File: src/design/rbwb_pkg.sv
// ----------------------------------------------------------------------------
// rbwb_pkg
// Shared types, register indexes and saturation helpers for the rotated box
// world bounds unit.
// ----------------------------------------------------------------------------
package rbwb_pkg;

	localparam int DW    = 32;
	localparam int HW    = 31;
	localparam int PC_W  = 48;
	localparam int PH_W  = 47;
	localparam int CTR_W = 50;
	localparam int EXT_W = 49;
	localparam int SUM_W = 51;
	localparam int IDX_W = 3;

	typedef enum logic [IDX_W-1:0] {
		REG_HALF_X,
		REG_HALF_Y,
		REG_HALF_Z,
		REG_CTR_X,
		REG_CTR_Y,
		REG_CTR_Z
	} reg_idx_t;

	typedef struct packed {
		logic [8:0][DW-1:0] r;
		logic [8:0][DW-1:0] ar;
		logic [2:0][DW-1:0] t;
	} prep_t;

	typedef struct packed {
		logic [8:0][PC_W-1:0] pc;
		logic [8:0][PH_W-1:0] ph;
		logic [2:0][DW-1:0]   t;
	} prod_t;

	typedef struct packed {
		logic [2:0][CTR_W-1:0] ctr;
		logic [2:0][EXT_W-1:0] ext;
	} acc_t;

	typedef struct packed {
		logic [2:0][DW-1:0] wc;
		logic [2:0][DW-1:0] bmax;
		logic [2:0][DW-1:0] bmin;
		logic [2:0][HW-1:0] ext;
	} box_t;

	function automatic logic [DW-1:0] sat_s32(input logic signed [SUM_W-1:0] v);
		logic signed [SUM_W-1:0] hi;
		logic signed [SUM_W-1:0] lo;
		hi = SUM_W'(64'sd2147483647);
		lo = -SUM_W'(64'sd2147483648);
		if (v > hi) begin
			return 32'h7FFF_FFFF;
		end else if (v < lo) begin
			return 32'h8000_0000;
		end
		return v[DW-1:0];
	endfunction

	function automatic logic [HW-1:0] sat_u31(input logic [EXT_W-1:0] v);
		if (|v[EXT_W-1:HW]) begin
			return {HW{1'b1}};
		end
		return v[HW-1:0];
	endfunction

endpackage

File: src/design/rbwb_prep.sv
// ----------------------------------------------------------------------------
// rbwb_prep
// First pipeline stage: registers the matrix and translation and forms the
// magnitude of every matrix entry.
// ----------------------------------------------------------------------------
module rbwb_prep (
	input  logic                       clk,
	input  logic                       arst_n,
	input  logic                       up_valid,
	output logic                       up_ready,
	output logic                       dn_valid,
	input  logic                       dn_ready,
	input  logic [8:0][rbwb_pkg::DW-1:0] mat,
	input  logic [2:0][rbwb_pkg::DW-1:0] shift,
	output rbwb_pkg::prep_t            q
);

	rbwb_pkg::prep_t d;
	rbwb_pkg::prep_t data_s1;
	logic            valid_s1;

	always_comb begin
		d.r = mat;
		d.t = shift;
		for (int k = 0; k < 9; k++) begin
			d.ar[k] = mat[k][rbwb_pkg::DW-1] ? rbwb_pkg::DW'(-mat[k]) : mat[k];
		end
	end

	assign up_ready = !valid_s1 || dn_ready;

	always_ff @(posedge clk or negedge arst_n) begin
		if (!arst_n) begin
			valid_s1 <= 1'b0;
		end else if (up_ready) begin
			valid_s1 <= up_valid;
		end
	end

	always_ff @(posedge clk) begin
		if (up_ready && up_valid) begin
			data_s1 <= d;
		end
	end

	assign dn_valid = valid_s1;
	assign q        = data_s1;

endmodule

File: config.mk
export PLATFORM = sky130hd
export DESIGN_NAME = rbwb_prep
export DESIGN_NICKNAME = d
export VERILOG_FILES = /design/src/design/rbwb_pkg.sv /design/src/design/rbwb_prep.sv
export SDC_FILE = /design/constraint.sdc
export NUM_CORES = 1
export LEC_CHECK = 0
export BUFFER_PORTS_ARGS = -buffer_cell sky130_fd_sc_hd__buf_2
export CAP_MARGIN = 20
export CORE_AREA = 2 2 411 413
export CTS_CLUSTER_SIZE = 24
export DETAILED_ROUTE_END_ITERATION = 10
export DIE_AREA = 0 0 413 415
export GPL_ROUTABILITY_DRIVEN = 0
export PLACE_DENSITY = 0.38
export REMOVE_ABC_BUFFERS = 1
export SLEW_MARGIN = 30
export SYNTH_ARGS = -nofsm -noshare
export SYNTH_HDL_FRONTEND = slang
export SYNTH_SLANG_ARGS = --single-unit
File: constraint.sdc
create_clock -name clk -period 20.9 [get_ports clk]
set_input_delay 2.09 -clock clk [delete_from_list [all_inputs] [get_ports clk]]
set_output_delay 2.09 -clock clk [all_outputs]
set_load 0.01 [all_outputs]
==> impl_metrics.csv <==
group,metric,value,unit
routing,antenna_left,0,
synth,synth_compound_area_frac,0.0707,
final_layout,syn_to_final_growth,40.4,%
die,die_height,415,um
die,rows,150,
clocking,cts-root-buf,"clkbuf_16",
routing,drcViolationCount,0,
pwr,switching_power,891,uW
pwr,p_comb_frac,0.108,
timing,setup_viol,0,
clocking,clk_latency,0.71,ns
synth,synthXorXnorAreaFrac,0.0864,
timing,hold_viol,0,
final_layout,fin_nets,3083,
timing,post-route-period-util,0.270,
synth,yosysWarnings,0,
critical_path,required,21.23,ns
grt,antenna_found_initial,51,
pwr,p_sw_frac,0.258,
timing,worstMarginPinSlew,0.988,ns
synth,yosysSeqAreaShare,0.753,
routing,wl,120000,um
clocking,htree_levels,3,
synth,synth_top_cell_area_share,0.752,
synth,synthMuxAreaShare,0,
routing,drt_iter0_markers,1231,
synth,synth_ff_type,"edfxtp_1",
routing,avgRoutedWirePerCell,24.1,um
timing,skew,0.0163,ns
timing,slew_headroom,0.335,
clocking,hold_buffers,0,
die,io_pins,1062,
grt,overflow,0,
critical_path,worstSetupStartpointType,"input port",
timing,rsz0062_at_grt,"false",
synth,synthCells,1571,
timing,hold_ws,0.564,ns
clocking,numCtsBuffers,83,
place,dpl.hpwl,94400,um
worst_hold_path,hp-class,"flip-flop to flip-flop",
pwr,p_leak,0.0135,uW
synth,synth_edf_count,663,
clocking,numClockSinks,664,
synth,ys_types,38,
timing,fin_setup_tns,0,ns
critical_path,crit_path_end_kind,"flip-flop",
timing,period_needed,5.63,ns
status,outcome,"finished, final reports clean",
synth,synth_top_family_by_area,"XOR/XNOR gates",
clocking,clk_pin_slew,0.06,ns
grt,grt_max_degree,136,
grt,grt_pass1_wl,159000,um
clocking,cts_tree,"yes",
die,coreArea,167000,sq um
clocking,cts_buffer_depth,3,
routing,dr.pass1.iters,5,
critical_path,reg2regPathDepth,6,
place,dp_slack,14.51,ns
timing,worst_slack,15.27,ns
worst_hold_path,hold_path_depth,2,
synth,async_reset_ff_frac,0.00151,
pwr,power_density,93.0,nW/um^2
place,io_buffers,1061,
timing,slew_viol_final,0,
synth,yosys.area_share.simple,0.0685,
die,initial_utilization,0.159,
timing,fmax,0.177,GHz
clocking,cts_setup_buffers,0,
die,dieArea,171000,sq um
routing,vias,18900,
synth,synth_top_area_cell,"edfxtp_1",
synth,avgSynthCellArea,16.8,sq um
pwr,p_int,2560,uW
synth,synthTopCellsByArea,"edfxtp_1, xnor2_1, o31ai_1",
final_layout,layout-drive-gt1-share,0.454,
pwr,clkPwrFrac,0.429,
critical_path,arrival,5.97,ns
clocking,post_cts_resized,0,
die,die_w,413,um
pwr,ir_drop,0.0000625,V
synth,syn_area,26500,sq um
synth,synth_seq_cells,664,
synth,synthAdderAreaFrac,0.00851,
pwr,p_seq_frac,0.463,
grt,track_usage,0.134,
critical_path,cp_max_fo,135,
grt,first_global_vias,18700,
flow_run,cap_violations,0,
routing,viasPerCell,3.82,
final_layout,final_cell_mix,"buf_2, edfxtp_1, xnor2_1",
critical_path,crit_type,"input port to flip-flop",
final_layout,layout_commonest_cell,"buf_2",
## worst max-delay path: stages
cell	delay, ns
buf_2	0.08
nand2b_1	0.14
and2_4	0.43
buf_12	0.56
buf_4	0.78
buf_4	0.71
buf_4	0.72
## registers in the layout (all words and copies together) (netlist names)
register,cells
q,663
dn_valid,1
## final cells by class
class | count | area [sq um]
inverters | 25 | 93.8
multi-input cells | 833 | 6220
flip-flops and latches | 664 | 19900
clock buffers | 97 | 2130
clock inverters | 57 | 607
fillers | 17900 | 130000
repair buffers | 1070 | 5400
diodes | 5 | 12.5
well taps | 2204 | 2760
## layer usage
layer / routed length (um) / part of all wire / vias to the layer above / global-route usage
met5: 64 / 0.00054 / - / 0
met4: 2600 / 0.022 / 10 / 0.0372
met3: 10400 / 0.087 / 177 / 0.0450
met2: 58800 / 0.49 / 874 / 0.226
met1: 47700 / 0.40 / 9462 / 0.161
li1: - / - / 8403 / -
## synth_stat cells, types with 2 or more instances
library cell and instances:
nor4_1 28, o31ai_2 6, or4_1 25, nand2_1 99, nor4_2 6, inv_1 24
edfxtp_1 663, clkbuf_1 28, o41ai_2 20, o41ai_1 56, buf_6 3, nor3_1 15
nand4_1 14, nor4b_1 3, nand2b_1 24, nor2_1 30, or2_2 14, o21ai_0 58
buf_1 7, o31ai_1 87, nand4b_1 9, ha_1 18, xnor2_1 261, nand3b_1 4
buf_4 10, nor3b_2 2, o21ai_1 2, nand3_1 16, or3_1 27, or4_4 4
## per-stage QoR
stage	util	power, uW	cell area [sq um]	cells
floorplan	-	1820	26200	1522
global placement	0.206	2010	34400	4796
detailed placement	0.206	2010	34400	4796
CTS	0.223	3530	37100	4950
global route	0.223	3600	37100	4953
finish	0.223	3450	37100	4955
## worst paths after layout
kind	start	end	slack, ns
max	dn_ready	q[121]	15.27
min	dn_valid	dn_valid	0.56
max reg2reg	dn_valid	q[121]	16.38
min reg2reg	dn_valid	dn_valid	0.56
max in group asynchronous	arst_n	dn_valid	19.65
min in group asynchronous	arst_n	dn_valid	1.16
## power groups by stage
stage                     logic, uW  registers, uW  clock network [uW]
after global routing            402           1610                1590
after CTS                       381           1600                1540
after detailed placement        380           1630                   0
final                           373           1600                1480
after floorplan                 100           1720                   0
after global placement          381           1630                   0
## kinds of logic after synthesis
logic type | after synthesis
buffers and inverters | 74
AND/OR/NAND/NOR | 324
AO/OA/AOI/OAI | 230
adder cells (fa/ha/maj) | 18
flip-flops | 664
XOR/XNOR | 261
No activity file was read; power rests on OpenSTA's default activity.
