### src/design/rbwb_pkg.sv
// ----------------------------------------------------------------------------
// rbwb_pkg
// Shared types, register indexes and saturation helpers for the rotated box
// world bounds unit.
// ----------------------------------------------------------------------------
package rbwb_pkg;

	localparam int DW    = 32;
	localparam int HW    = 31;
	localparam int PC_W  = 48;
	localparam int PH_W  = 47;
	localparam int CTR_W = 50;
	localparam int EXT_W = 49;
	localparam int SUM_W = 51;
	localparam int IDX_W = 3;

	typedef enum logic [IDX_W-1:0] {
		REG_HALF_X,
		REG_HALF_Y,
		REG_HALF_Z,
		REG_CTR_X,
		REG_CTR_Y,
		REG_CTR_Z
	} reg_idx_t;

	typedef struct packed {
		logic [8:0][DW-1:0] r;
		logic [8:0][DW-1:0] ar;
		logic [2:0][DW-1:0] t;
	} prep_t;

	typedef struct packed {
		logic [8:0][PC_W-1:0] pc;
		logic [8:0][PH_W-1:0] ph;
		logic [2:0][DW-1:0]   t;
	} prod_t;

	typedef struct packed {
		logic [2:0][CTR_W-1:0] ctr;
		logic [2:0][EXT_W-1:0] ext;
	} acc_t;

	typedef struct packed {
		logic [2:0][DW-1:0] wc;
		logic [2:0][DW-1:0] bmax;
		logic [2:0][DW-1:0] bmin;
		logic [2:0][HW-1:0] ext;
	} box_t;

	function automatic logic [DW-1:0] sat_s32(input logic signed [SUM_W-1:0] v);
		logic signed [SUM_W-1:0] hi;
		logic signed [SUM_W-1:0] lo;
		hi = SUM_W'(64'sd2147483647);
		lo = -SUM_W'(64'sd2147483648);
		if (v > hi) begin
			return 32'h7FFF_FFFF;
		end else if (v < lo) begin
			return 32'h8000_0000;
		end
		return v[DW-1:0];
	endfunction

	function automatic logic [HW-1:0] sat_u31(input logic [EXT_W-1:0] v);
		if (|v[EXT_W-1:HW]) begin
			return {HW{1'b1}};
		end
		return v[HW-1:0];
	endfunction

endpackage

### src/design/rbwb_acc.sv
// ----------------------------------------------------------------------------
// rbwb_acc
// Third pipeline stage: per axis, the world center before saturation and the
// extent of the aligned box.
// ----------------------------------------------------------------------------
module rbwb_acc (
	input  logic            clk,
	input  logic            arst_n,
	input  logic            up_valid,
	output logic            up_ready,
	output logic            dn_valid,
	input  logic            dn_ready,
	input  rbwb_pkg::prod_t d,
	output rbwb_pkg::acc_t  q
);

	rbwb_pkg::acc_t nx;
	rbwb_pkg::acc_t data_s3;
	logic           valid_s3;

	always_comb begin
		for (int i = 0; i < 3; i++) begin
			nx.ctr[i] = rbwb_pkg::CTR_W'($signed(d.t[i]))
				+ rbwb_pkg::CTR_W'($signed(d.pc[i*3]))
				+ rbwb_pkg::CTR_W'($signed(d.pc[i*3+1]))
				+ rbwb_pkg::CTR_W'($signed(d.pc[i*3+2]));
			nx.ext[i] = rbwb_pkg::EXT_W'(d.ph[i*3])
				+ rbwb_pkg::EXT_W'(d.ph[i*3+1])
				+ rbwb_pkg::EXT_W'(d.ph[i*3+2]);
		end
	end

	assign up_ready = !valid_s3 || dn_ready;

	always_ff @(posedge clk or negedge arst_n) begin
		if (!arst_n) begin
			valid_s3 <= 1'b0;
		end else if (up_ready) begin
			valid_s3 <= up_valid;
		end
	end

	always_ff @(posedge clk) begin
		if (up_ready && up_valid) begin
			data_s3 <= nx;
		end
	end

	assign dn_valid = valid_s3;
	assign q        = data_s3;

endmodule

### config.mk
export PLATFORM = sky130hd
export DESIGN_NAME = rbwb_acc
export DESIGN_NICKNAME = d
export VERILOG_FILES = /design/src/design/rbwb_pkg.sv /design/src/design/rbwb_acc.sv
export SDC_FILE = /design/constraint.sdc
export NUM_CORES = 2
export LEC_CHECK = 0
export ABC_AREA = 1
export ABC_CLOCK_PERIOD_IN_PS = 20700
export BUFFER_PORTS_ARGS = -buffer_cell sky130_fd_sc_hd__buf_2
export CORE_AREA = 2 2 485 487
export DETAILED_ROUTE_END_ITERATION = 6
export DIE_AREA = 0 0 487 489
export HOLD_SLACK_MARGIN = 0.02
export PLACE_DENSITY_LB_ADDON = 0.3
export SYNTH_ARGS = -nofsm -noshare
export SYNTH_HDL_FRONTEND = slang
export SYNTH_SLANG_ARGS = --single-unit
### constraint.sdc
create_clock -name clk -period 20.7 [get_ports clk]
set_input_delay 0 -clock clk [delete_from_list [all_inputs] [get_ports clk]]
set_output_delay 0 -clock clk [all_outputs]
set_load 0.005 [all_outputs]
==> flow_metrics.env <==
export IMPL_status="finished, final reports clean"
export IMPL_netlist_area_um2=45600
export IMPL_grt_pass1_vias=45800
export IMPL_max_freq_mhz=296
export IMPL_cp_data_arrival_time_ns=3.66
export IMPL_drv_slew=0
export IMPL_fin_crit_ns=3.38
export IMPL_grt_start_max_net_pins=134
export IMPL_syn_inst=6907
export IMPL_hpwlAfterDp_um=186000
export IMPL_synth_cell_type_count=32
export IMPL_path_clk_slew_ns=0.06
export IMPL_maxCapViolations=0
export IMPL_avgSynthCellArea_um2=6.61
export IMPL_core_um2=234000
export IMPL_p_comb_frac=0.630
export IMPL_clock_skew_ns=0.0197
export IMPL_routedWlPerCell_um=18.1
export IMPL_seq_area_frac_synth=0.196
export IMPL_finalNetCount=10100
export IMPL_cts_setup_buffers=0
export IMPL_ir_drop_mv=0.0611
export IMPL_fp_row_count=178
export IMPL_worst_pin_slew_ns=1.16
export IMPL_cts_sinks=298
export IMPL_cts_tree="done"
export IMPL_drc=0
export IMPL_grt_pass1_wl_um=296000
export IMPL_ys_warn_count=0
export IMPL_syn_nets=8582
export IMPL_gp_congestion=0.921
export IMPL_start_kind="flop"
export IMPL_drive_above_1_share=0.183
export IMPL_vias=45500
export IMPL_tns_ns=0
export IMPL_swShare=0.507
export IMPL_crit_path_end_kind="flop"
export IMPL_pwr_density_cell_nw_per_um2=88.3
export IMPL_antenna_found_initial=15
export IMPL_clockPowerShare=0.179
export IMPL_die_h_um=489
export IMPL_synth_top_cell_by_area="nand2_1"
export IMPL_slew_headroom=0.228
export IMPL_fp_dieW_um=487
export IMPL_setup_viol=0
export IMPL_areaGrowthSynthToFinish_pct=29.7
export IMPL_hp_class="input pin to flop"
export IMPL_synth_top_area_frac=0.202
export IMPL_final_cell_mix="nand2_1 (2,460), inv_1 (2,054), buf_2 (1,253)"
export IMPL_hold_viol_final=0
export IMPL_hold_ws_ns=0.0640
export IMPL_ys_ff_latch=298
export IMPL_clock_latency_ns=0.67
export IMPL_setup_worst_path_class="flop to flop"
export IMPL_portBuffers=1253
export IMPL_p_seq_frac=0.192
export IMPL_track_usage=0.169
export IMPL_clock_root_buffer="clkbuf_16"
export IMPL_dieArea_um2=238000
export IMPL_cts_buffers=48
export IMPL_first_pass_iters=6
export IMPL_crit_fanout=133
export IMPL_vias_per_cell=3.96
export IMPL_p_leak_uw=0.0340
export IMPL_crit_required_ns=20.98
export IMPL_final_common_cell="nand2_1"
export IMPL_ant_nets=0
export IMPL_start_util=0.195
export IMPL_drt_iter0_drc=2537
export IMPL_cts_path_max_buffers=3
export IMPL_period_share=0.163
export IMPL_overflow=0
export IMPL_ios=1254
export IMPL_drt_total_wl_um=208000
export IMPL_synthTopCellsByArea="nand2_1 (20%), edfxtp_1 (20%), fa_1 (19%)"
export IMPL_cellInternalPower_uw=2580
export IMPL_p_sw_uw=2650
export IMPL_n_fill_cell=26700
export IMPL_grt_setup_unrepaired="no"
export IMPL_htreeDepth=2
[worst paths after layout]
check	to	slack (ns)	depth (start not counted)	from
setup / recovery	q[248]	17.32	4	dn_valid
setup reg to reg	q[248]	17.32	4	dn_valid
hold reg to reg	q[155]	0.69	1	dn_valid
min in group asynchronous	dn_valid	0.20	3	arst_n
hold / removal	q[96]	0.06	4	d[377]
max in group asynchronous	dn_valid	20.40	3	arst_n
[Yosys cell counts]
cell / instances
a31oi_1: 3
nand3b_1: 6
o21ai_0: 3
o21bai_1: 29
and2_4: 2
nand2_2: 33
nor3_2: 12
nand3_1: 240
a21oi_1: 175
xnor2_1: 3
nor4_1: 12
clkbuf_2: 1
nor3_1: 26
nand2_1: 2460
xor2_1: 151
nand4_1: 56
inv_2: 18
and2_2: 2
and3_1: 1
a21o_1: 3
dfrtp_1: 1
nand3_2: 27
and2_1: 9
inv_1: 2054
nor2_1: 453
or2_2: 1
fa_1: 435
nor2_2: 102
edfxtp_1: 297
ha_1: 285
nor2_4: 4
a211oi_1: 3
[through the flow]
step | cells | power (uW) | setup slack (ns) | utilization | instance area (um2)
final | 11500 | 5230 | 17.32 | 0.253 | 59200
after global routing | 11500 | 5690 | 17.11 | 0.253 | 59200
after CTS | 11500 | 5320 | 17.18 | 0.253 | 59200
after detailed placement | 11200 | 4270 | 16.95 | 0.239 | 55800
after global placement | 11200 | 4290 | 16.96 | 0.239 | 55800
after floorplan | 6907 | 2930 | 4.98 | - | 45600
[worst max-delay path: stages (launching register included)]
cell	delay (ns)
dfrtp_1	0.42
a21oi_4	0.26
buf_12	0.57
buf_4	0.71
buf_4	0.72
[power by group through the flow]
stage	clock (uW)	sequential, uW	combinational (uW)
3_5_place_dp	0	1020	3260
2_1_floorplan	0	1020	1910
3_3_place_gp	0	1020	3270
6_report	933	1000	3290
5_1_grt	990	1010	3690
4_1_cts	976	1010	3330
[area by class of cell]
| class | instances | area [um2] | share of cell area |
|---|---|---|---|
| Inverter | 2072 | 7780 | 0.131 |
| Clock inverter | 38 | 498 | 0.00841 |
| Multi-Input combinational cell | 4536 | 28900 | 0.489 |
| Antenna cell | 4 | 10.0 | 0.000169 |
| Timing Repair Buffer | 1427 | 8010 | 0.135 |
| Tap cell | 3060 | 3830 | 0.0647 |
| Clock buffer | 51 | 1210 | 0.0205 |
| Sequential cell | 298 | 8940 | 0.151 |
[kinds of logic after synthesis]
logic type	after synthesis	synth area share
AND/OR/NAND/NOR	3446	0.309
buffers and inverters	2073	0.171
adder cells (fa/ha/maj)	720	0.269
flip-flops	298	0.196
AO/OA/AOI/OAI	216	0.0257
XOR/XNOR	154	0.0296
[per-layer routing]
metal | GRT usage | wire [um] | vias up
li1 | - | - | 23000
met1 | 0.195 | 83300 | 20900
met2 | 0.316 | 106000 | 1341
met3 | 0.0281 | 11700 | 207
met4 | 0.0511 | 6850 | 2
met5 | 0 | 13 | -
[timing repair]
action,in CTS,in global routing
resized for setup,0,0
endpoints found under the setup margin,0,0
hold buffers,169,0
hold endpoints to repair,74,0
[flip-flops by register name, indices dropped and copies added, names as in the netlist]
register and flops:
dn_valid 1, q 297
Note: power is estimated with default switching activity, not from simulation.
