<file path="src/design/rbwb_pkg.sv">
// ----------------------------------------------------------------------------
// rbwb_pkg
// Shared types, register indexes and saturation helpers for the rotated box
// world bounds unit.
// ----------------------------------------------------------------------------
package rbwb_pkg;

	localparam int DW    = 32;
	localparam int HW    = 31;
	localparam int PC_W  = 48;
	localparam int PH_W  = 47;
	localparam int CTR_W = 50;
	localparam int EXT_W = 49;
	localparam int SUM_W = 51;
	localparam int IDX_W = 3;

	typedef enum logic [IDX_W-1:0] {
		REG_HALF_X,
		REG_HALF_Y,
		REG_HALF_Z,
		REG_CTR_X,
		REG_CTR_Y,
		REG_CTR_Z
	} reg_idx_t;

	typedef struct packed {
		logic [8:0][DW-1:0] r;
		logic [8:0][DW-1:0] ar;
		logic [2:0][DW-1:0] t;
	} prep_t;

	typedef struct packed {
		logic [8:0][PC_W-1:0] pc;
		logic [8:0][PH_W-1:0] ph;
		logic [2:0][DW-1:0]   t;
	} prod_t;

	typedef struct packed {
		logic [2:0][CTR_W-1:0] ctr;
		logic [2:0][EXT_W-1:0] ext;
	} acc_t;

	typedef struct packed {
		logic [2:0][DW-1:0] wc;
		logic [2:0][DW-1:0] bmax;
		logic [2:0][DW-1:0] bmin;
		logic [2:0][HW-1:0] ext;
	} box_t;

	function automatic logic [DW-1:0] sat_s32(input logic signed [SUM_W-1:0] v);
		logic signed [SUM_W-1:0] hi;
		logic signed [SUM_W-1:0] lo;
		hi = SUM_W'(64'sd2147483647);
		lo = -SUM_W'(64'sd2147483648);
		if (v > hi) begin
			return 32'h7FFF_FFFF;
		end else if (v < lo) begin
			return 32'h8000_0000;
		end
		return v[DW-1:0];
	endfunction

	function automatic logic [HW-1:0] sat_u31(input logic [EXT_W-1:0] v);
		if (|v[EXT_W-1:HW]) begin
			return {HW{1'b1}};
		end
		return v[HW-1:0];
	endfunction

endpackage

</file>
<file path="src/design/rbwb_sat.sv">
// ----------------------------------------------------------------------------
// rbwb_sat
// Last pipeline stage and output register: forms the bounds from the center
// and extent and saturates every result field.
// ----------------------------------------------------------------------------
module rbwb_sat (
	input  logic           clk,
	input  logic           arst_n,
	input  logic           up_valid,
	output logic           up_ready,
	output logic           dn_valid,
	input  logic           dn_ready,
	input  rbwb_pkg::acc_t d,
	output rbwb_pkg::box_t q
);

	logic signed [rbwb_pkg::SUM_W-1:0] ctr_w [3];
	logic signed [rbwb_pkg::SUM_W-1:0] ext_w [3];
	rbwb_pkg::box_t                    nx;
	rbwb_pkg::box_t                    data_s4;
	logic                              valid_s4;

	always_comb begin
		for (int i = 0; i < 3; i++) begin
			ctr_w[i]   = rbwb_pkg::SUM_W'($signed(d.ctr[i]));
			ext_w[i]   = $signed({2'b00, d.ext[i]});
			nx.wc[i]   = rbwb_pkg::sat_s32(ctr_w[i]);
			nx.bmax[i] = rbwb_pkg::sat_s32(ctr_w[i] + ext_w[i]);
			nx.bmin[i] = rbwb_pkg::sat_s32(ctr_w[i] - ext_w[i]);
			nx.ext[i]  = rbwb_pkg::sat_u31(d.ext[i]);
		end
	end

	assign up_ready = !valid_s4 || dn_ready;

	always_ff @(posedge clk or negedge arst_n) begin
		if (!arst_n) begin
			valid_s4 <= 1'b0;
		end else if (up_ready) begin
			valid_s4 <= up_valid;
		end
	end

	always_ff @(posedge clk) begin
		if (up_ready && up_valid) begin
			data_s4 <= nx;
		end
	end

	assign dn_valid = valid_s4;
	assign q        = data_s4;

endmodule

</file>
<file path="config.mk">
export PLATFORM = sky130hd
export DESIGN_NAME = rbwb_sat
export DESIGN_NICKNAME = d
export VERILOG_FILES = /design/src/design/rbwb_pkg.sv /design/src/design/rbwb_sat.sv
export SDC_FILE = /design/constraint.sdc
export NUM_CORES = 1
export LEC_CHECK = 0
export BUFFER_PORTS_ARGS = -buffer_cell sky130_fd_sc_hd__buf_2
export CORE_MARGIN = 1
export CORE_UTILIZATION = 25
export CTS_CLUSTER_DIAMETER = 80
export DETAILED_ROUTE_END_ITERATION = 8
export MAX_ROUTING_LAYER = met4
export PLACE_DENSITY_LB_ADDON = 0.08
export SKIP_LAST_GASP = 1
export SLEW_MARGIN = 40
export SYNTH_ARGS = -nofsm -noshare
export SYNTH_HDL_FRONTEND = slang
export SYNTH_SLANG_ARGS = --single-unit
</file>
<file path="constraint.sdc">
create_clock -name clk -period 14.08 [get_ports clk]
set_input_delay 1.408 -clock clk [delete_from_list [all_inputs] [get_ports clk]]
set_output_delay 1.408 -clock clk [all_outputs]
set_load 0.02 [all_outputs]
</file>
==> results of run 1 <==
==> layout by cell type, fill, tap and decap left out, drive strengths merged, types with 96 or more instances in the layout <==
master and n:
a21oi 371, buf 714, edfxtp 381, ha 294, inv 327, nand2 478, nor2 277, nor4 96
o21ai 343, xnor2 239
==> flip-flops by register name, summed over array words and instances (netlist names) <==
name	flops
dn_valid	1
q	381
==> metrics by stage <==
step	instances	power, mW
after floorplan	3959	2.33
after global placement	6232	2.83
after detailed placement	6234	2.82
after CTS	6333	4.28
after global routing	6345	4.44
final	6346	4.23
==> kinds of logic (layout without fill, tap and decap cells) <==
| logic type | after synthesis | in the layout | share of synthesized area (%) |
|---|---|---|---|
| AOI/OAI and AO/OA | 1210 | 1210 | 23.1 |
| muxes | 7 | 7 | 0.209 |
| DFF | 382 | 382 | 34.1 |
| other | 0 | 13 | 0 |
| adders and majority gates | 300 | 300 | 11.3 |
| and+or+nand+nor | 1267 | 1267 | 17.9 |
| xor gates and xnor gates | 264 | 264 | 6.89 |
| buffers and inverters | 529 | 1135 | 6.38 |
==> power groups by stage <==
stage | logic [mW] | registers (mW) | clock network (mW)
after detailed placement | 1.43 | 1.39 | 0
after global routing | 1.56 | 1.37 | 1.51
final | 1.44 | 1.37 | 1.42
after CTS | 1.44 | 1.37 | 1.47
after floorplan | 0.837 | 1.49 | 0
after global placement | 1.44 | 1.39 | 0
==> how the worst min path moves through the flow <==
stage                           endpoint  slack, ns  cells past startpoint
floorplan           dn_valid$_DFFE_PN0N_       0.78                      2
global placement    dn_valid$_DFFE_PN0N_       0.56                      2
detailed placement  dn_valid$_DFFE_PN0N_       0.56                      2
CTS                 dn_valid$_DFFE_PN0N_       0.46                      1
global route        dn_valid$_DFFE_PN0N_       0.48                      1
finish              dn_valid$_DFFE_PN0N_       0.52                      1
==> area by class of cell <==
cell class                      instances  share of cell area [%]
Tap cell                             1768                    5.45
Antenna cell                           13                  0.0802
Sequential cell                       382                    28.3
Inverter                              322                    2.98
Timing Repair Buffer                  714                    9.08
Clock buffer                           73                    3.61
Clock inverter                         26                   0.851
Multi-Input combinational cell       3048                    49.7
==> worst max-delay path, delay by kind of cell <==
kind            cells  cell delay, ns
simple gates        5            2.02
compound gates      6            1.95
fa+ha+maj           1            0.48
buf+inv             3            0.39
mux                 1            0.17
==> per-layer routing <==
metal	vias to the layer above	share of wire (%)	wire length (µm)	track usage, %
met1	15900	46	71500	29.7
met2	1078	46	71400	36.1
met3	159	6.2	9700	4.41
met5	-	0	0	-
met4	0	2.3	3580	5.11
li1	15500	-	-	-
==> results by group, run 1 <==
Clock tree
  • Clk pin slew, worst setup/hold paths: 0.06 ns
  • CTS Buf Count: 56
  • # H-tree levels: 2
  • Hold buffers post-CTS: 0
  • CTS tree: yes
  • Longest Clk Path Bufs: 3
  • # resized after CTS: 0
  • Post-CTS setup buffers: 0
  • Sink Count: 382
  • CTS Root Cell: clkbuf_16
  • Clk_lat worst skew: 0.65 ns

Critical path
  • CP max stage cell: or4b_2
  • CP Class: input pin to register
  • Worst Path Arrival: approximately 6.5 ns
  • R2R Setup Slk: 10.74 ns
  • Setup crit start: d[58]
  • CP max FO: 31
  • Crit path cell chain: buf_2 > inv_1 > ha_1 > or4_1 > or4b_2 > a21oi_1 > o21ai_1 > a21boi_0 > o311ai_1 > mux2i_1 > nor2_1 > nand2b_1 > or4b_1 > o31a_1 > buf_4 > o21ai_1
  • Crit path largest cell delay: 0.65 ns
  • Critical R2R Capture: q[316]$_DFFE_PP_
  • Worst Setup Start Kind: input pin
  • Worst EP required: between 10 and 15 ns
  • Capture point of the worst path: q[234]$_DFFE_PP_
  • Most used cell, CP: o21ai_1
  • R2r startpoint: dn_valid$_DFFE_PN0N_
  • Setup crit end kind: register
  • R2R depth: 5

Placement
  • PortBufs: around 680
  • Final GP Congestion: 0.926
  • Area after DPL: 38700 µm²
  • DPL Wire Length: 126000 µm
  • Dpl ws: about 7.5 ns

Global route
  • Total grt overflow: 0
  • GRT Util Overall: a little under a quarter
  • First-pass GRT wire length: about 230000 µm
  • Initial antenna violation count: 21
  • Largest net degree at the start of global routing: 74
  • Vias in the first global route: around 32000

Power and ir drop
  • Sw Share: between 30 and 40%
  • Net Sw Power: about 1.6 mW
  • P_int: 2.65 mW
  • Flop pwr share: between 30% and 40%
  • Max VDD drop: 84.9 µV
  • Clk pwr share: between 30% and 40%
  • Comb pwr share: 34.1%
  • Power Dens Cells: 104 nW/µm²
  • Leakage Power: between 15 and 20 nW

Synth
  • Synthesized cell area: 33600 µm²
  • Synthesis Warnings: 0
  • Syn_area_per_cell: 8.48 µm²
  • Number of library cell types mapped by synthesis: 102
  • Post-synthesis instance total: just under 4000
  • Syn Nets: 4560
  • Register area share after synthesis: roughly 34%
  • Commonest cells in the netlist: nand2_1, edfxtp_1, a21oi_1
  • Most used DFF post-synth: edfxtp_1
  • Asr flop ratio synth: 0.262%
  • Cell type with the largest total area after synthesis: edfxtp_1
  • Proportion of netlist area held by the largest area contributor: 34.1%
  • Number of synthesized flops with an enable pin: 381
  • Ranking of synthesized cells by area: edfxtp_1, ha_1, xnor2_1
  • #FFs+latches synth: around 380
  • Count leader, synth: nand2_1

Final layout
  • Fraction of layout instances using a drive strength above 1: 19.9%
  • Fill count: 14600
  • Core Util, Final: 30.4%
  • Reg area: 11500 µm²
  • Layout net count: 5125
  • Design area: 40600 µm²
  • Area Overhead vs Synth: 20.8%
  • Multi-input gate area: 20200 µm²

Job
  • Max-cap violation count: 0

STA
  • Final hold violations: 0
  • Tcrit/Tclk final: 42.7%
  • Worst-Margin Slew: 0.898 ns
  • Setup Skew: around 0.017 ns
  • TNS Setup: 0 ns
  • PnR worst setup slack: 8.07 ns
  • Min cycle time layout: 6.01 ns
  • RSZ-0062 raised after global routing: no
  • Tightest hold margin: approximately 0.52 ns
  • Max_slew headroom: between 30 and 40%
  • Fmax: 166 MHz
  • # setup viols final: 0
  • Final Max Tran Viols: 0

Worst hold path
  • Worst hold path type: input pin to asynchronous set/reset pin

Routing
  • Vias/cell: 5.14
  • Remaining antenna violation count: 0
  • Wirelength, routed: between 150000 and 200000 µm
  • Via count: ~33000
  • Average wire per standard cell: 24.6 µm
  • 1st-pass router iterations: 5
  • # DRC: 0
  • Initial drt markers: ~2700

Floorplan
  • Core area: 133000 µm²
  • Placement Rows: around 130
  • Die area: 136000 µm²
  • Die width: around 370 µm
  • # IOs: 684
  • Initial Utilization: between 20 and 30%
  • DIE HEIGHT: ~370 µm

Run status
  • Status: finished, final reports clean
Power figures use the tool's default switching activity.
==> run 2, diff against run 1 <==
==> constraint.sdc (replaced) <==
create_clock -name clk -period 5.1 [get_ports clk]
set_input_delay 0.51 -clock clk [delete_from_list [all_inputs] [get_ports clk]]
set_output_delay 0.51 -clock clk [all_outputs]
set_load 0.02 [all_outputs]
==> results by group, run 2 (synthesis results as in run 1) <==
Final layout
  • Max FFs per register: 381 (unchanged)
  • Final non-filler cell total: 6620 (+4.3%)
  • Most frequent cells in the layout: buf_2, nand2_1, edfxtp_1
  • Design area: 42700 µm² (+5.3%)
  • Commonest non-fill, non-tap cell in the layout: buf_2
  • Fraction of layout instances using a drive strength above 1: 24.4% (+4.5 points)
  • Core Util, Final: 32.0% (+1.6 points)
  • Fill count: 14300 (-1.4%)
  • Layout net count: 5402 (+5.4%)
  • Area Overhead vs Synth: 27.2%

Floorplan
  • Placement Rows: 134 (unchanged)
  • Die width: 368 µm (unchanged)
  • Core area: 133000 µm² (unchanged)
  • # IOs: 684 (unchanged)
  • Die area: 136000 µm² (unchanged)
  • DIE HEIGHT: 368 µm (unchanged)
  • Initial Utilization: 25.2% (unchanged)

STA
  • RSZ-0062 raised after global routing: no
  • Min cycle time layout: 4.69 ns
  • Tightest hold margin: 0.141 ns (-0.382 ns)
  • Final hold violations: 0 (unchanged)
  • Final Max Tran Viols: 0 (unchanged)
  • Setup Skew: 0.0203 ns (+0.00321 ns)
  • Max_slew headroom: 45.8% (+6.0 points)
  • # setup viols final: 0 (unchanged)
  • TNS Setup: 0 ns (unchanged)
  • Fmax: 213 MHz
  • PnR worst setup slack: 0.413 ns (-7.66 ns)
  • Worst-Margin Slew: 0.805 ns (-0.0932 ns)
  • Tcrit/Tclk final: 91.9%

Global route
  • Vias in the first global route: 33600 (+4.0%)
  • First-pass GRT wire length: 230000 µm (+2.1%)
  • GRT Util Overall: 23.2% (+0.48 points)
  • Initial antenna violation count: 17 (-19%)
  • Largest net degree at the start of global routing: 90 (+22%)
  • Total grt overflow: 0 (unchanged)

Placement
  • Final GP Congestion: 0.947 (+2.2%)
  • DPL Wire Length: 132000 µm (+4.1%)
  • Dpl ws: -0.276 ns (-7.76 ns)
  • Post-Place Cells: 6512 (+4.5%)
  • Area after DPL: 41000 µm² (+5.9%)
  • PortBufs: 683 (unchanged)

Clock tree
  • # resized after CTS: 0 (unchanged)
  • Clk_lat worst skew: 0.65 ns (about the same)
  • Hold buffers post-CTS: 2 (+2)
  • Longest Clk Path Bufs: 3 (unchanged)
  • CTS Root Cell: clkbuf_16
  • CTS Buf Count: 53 (-5.4%)
  • Post-CTS setup buffers: 0 (unchanged)
  • Sink Count: 382 (unchanged)
  • # H-tree levels: 2 (unchanged)
  • Clk pin slew, worst setup/hold paths: 0.06 ns (about the same)
  • CTS tree: yes

Routing
  • Initial drt markers: 2334 (-12%)
  • # DRC: 2 (+2)
  • 1st-pass router iterations: 8 (+3)
  • Vias/cell: 5.06 (-1.5%)
  • Average wire per standard cell: 24.0 µm (-2.5%)
  • Wirelength, routed: 159000 µm (+1.7%)
  • Via count: 33500 (+2.8%)
  • Remaining antenna violation count: 0 (unchanged)

Run status
  • Violated checks: design-rule violations
  • Status: finished with violations

Critical path
  • Setup crit end kind: register
  • Worst EP required: 5.61 ns (-8.95 ns)
  • R2R Setup Slk: 3.03 ns (-7.71 ns)
  • Worst Path Arrival: 5.20 ns (-1.28 ns)
  • CP Class: input pin to register
  • Worst Setup Start Kind: input pin
  • CP max FO: 31 (unchanged)

Job
  • Max-cap violation count: 0 (unchanged)

Power and ir drop
  • Tot Pwr: 11.8 mW (+180%)
  • Leakage Power: 17.3 nW (+8.6%)
  • Power Dens Cells: 276 nW/µm² (+160%)
  • Max VDD drop: 261 µV (+210%)

Worst hold path
  • Worst hold path type: input pin to register
[run 2: power breakdown]
part	internal, mW	switching [mW]	leakage [nW]
logic	1.54	2.80	13.2
registers	3.70	0.0581	3.34
clock network	2.08	1.60	0.817
[run 2: area by class of cell]
class / count / area, µm² / share of cell area (%)
clock inverter: 34 / 327 / 0.765
tap: 1768 / 2210 / 5.18
sequential: 382 / 11500 / 26.8
multi-input combinational: 3048 / 20100 / 47.1
clock buffer: 61 / 1360 / 3.18
timing repair buffer: 994 / 6000 / 14.0
antenna: 11 / 27.5 / 0.0645
inverter: 322 / 1210 / 2.83
[run 2: final timing paths]
path,depth (start not counted),to,start
max in group asynchronous,2,dn_valid$_DFFE_PN0N_,arst_n
min in group asynchronous,2,dn_valid$_DFFE_PN0N_,arst_n
min reg2reg,2,dn_valid$_DFFE_PN0N_,dn_valid$_DFFE_PN0N_
max reg2reg,3,q[187]$_DFFE_PP_,dn_valid$_DFFE_PN0N_
min,3,q[23]$_SDFFCE_PP1P_,d[23]
max,19,q[283]$_DFFE_PP_,d[101]
[run 2: critical path, cell delays in order]
cell and delay (ns):
buf_2 0.09, inv_1 0.05, ha_1 0.36, or2_2 0.33, o221ai_1 0.45, a211oi_2 0.14
buf_4 0.19, a2111oi_1 0.71, buf_4 0.23, or3_1 0.26, a21oi_1 0.13, xnor2_1 0.21
nand4_1 0.12, nor4_1 0.37, buf_4 0.18, a31oi_2 0.10, buf_12 0.20, o21ai_0 0.36
buf_4 0.18
[run 2: metal layers]
layer,wire length [µm],GRT usage (%)
met1,72500,30.2
met2,73900,37.6
met3,8420,3.55
met4,3960,5.51
met5,0,-
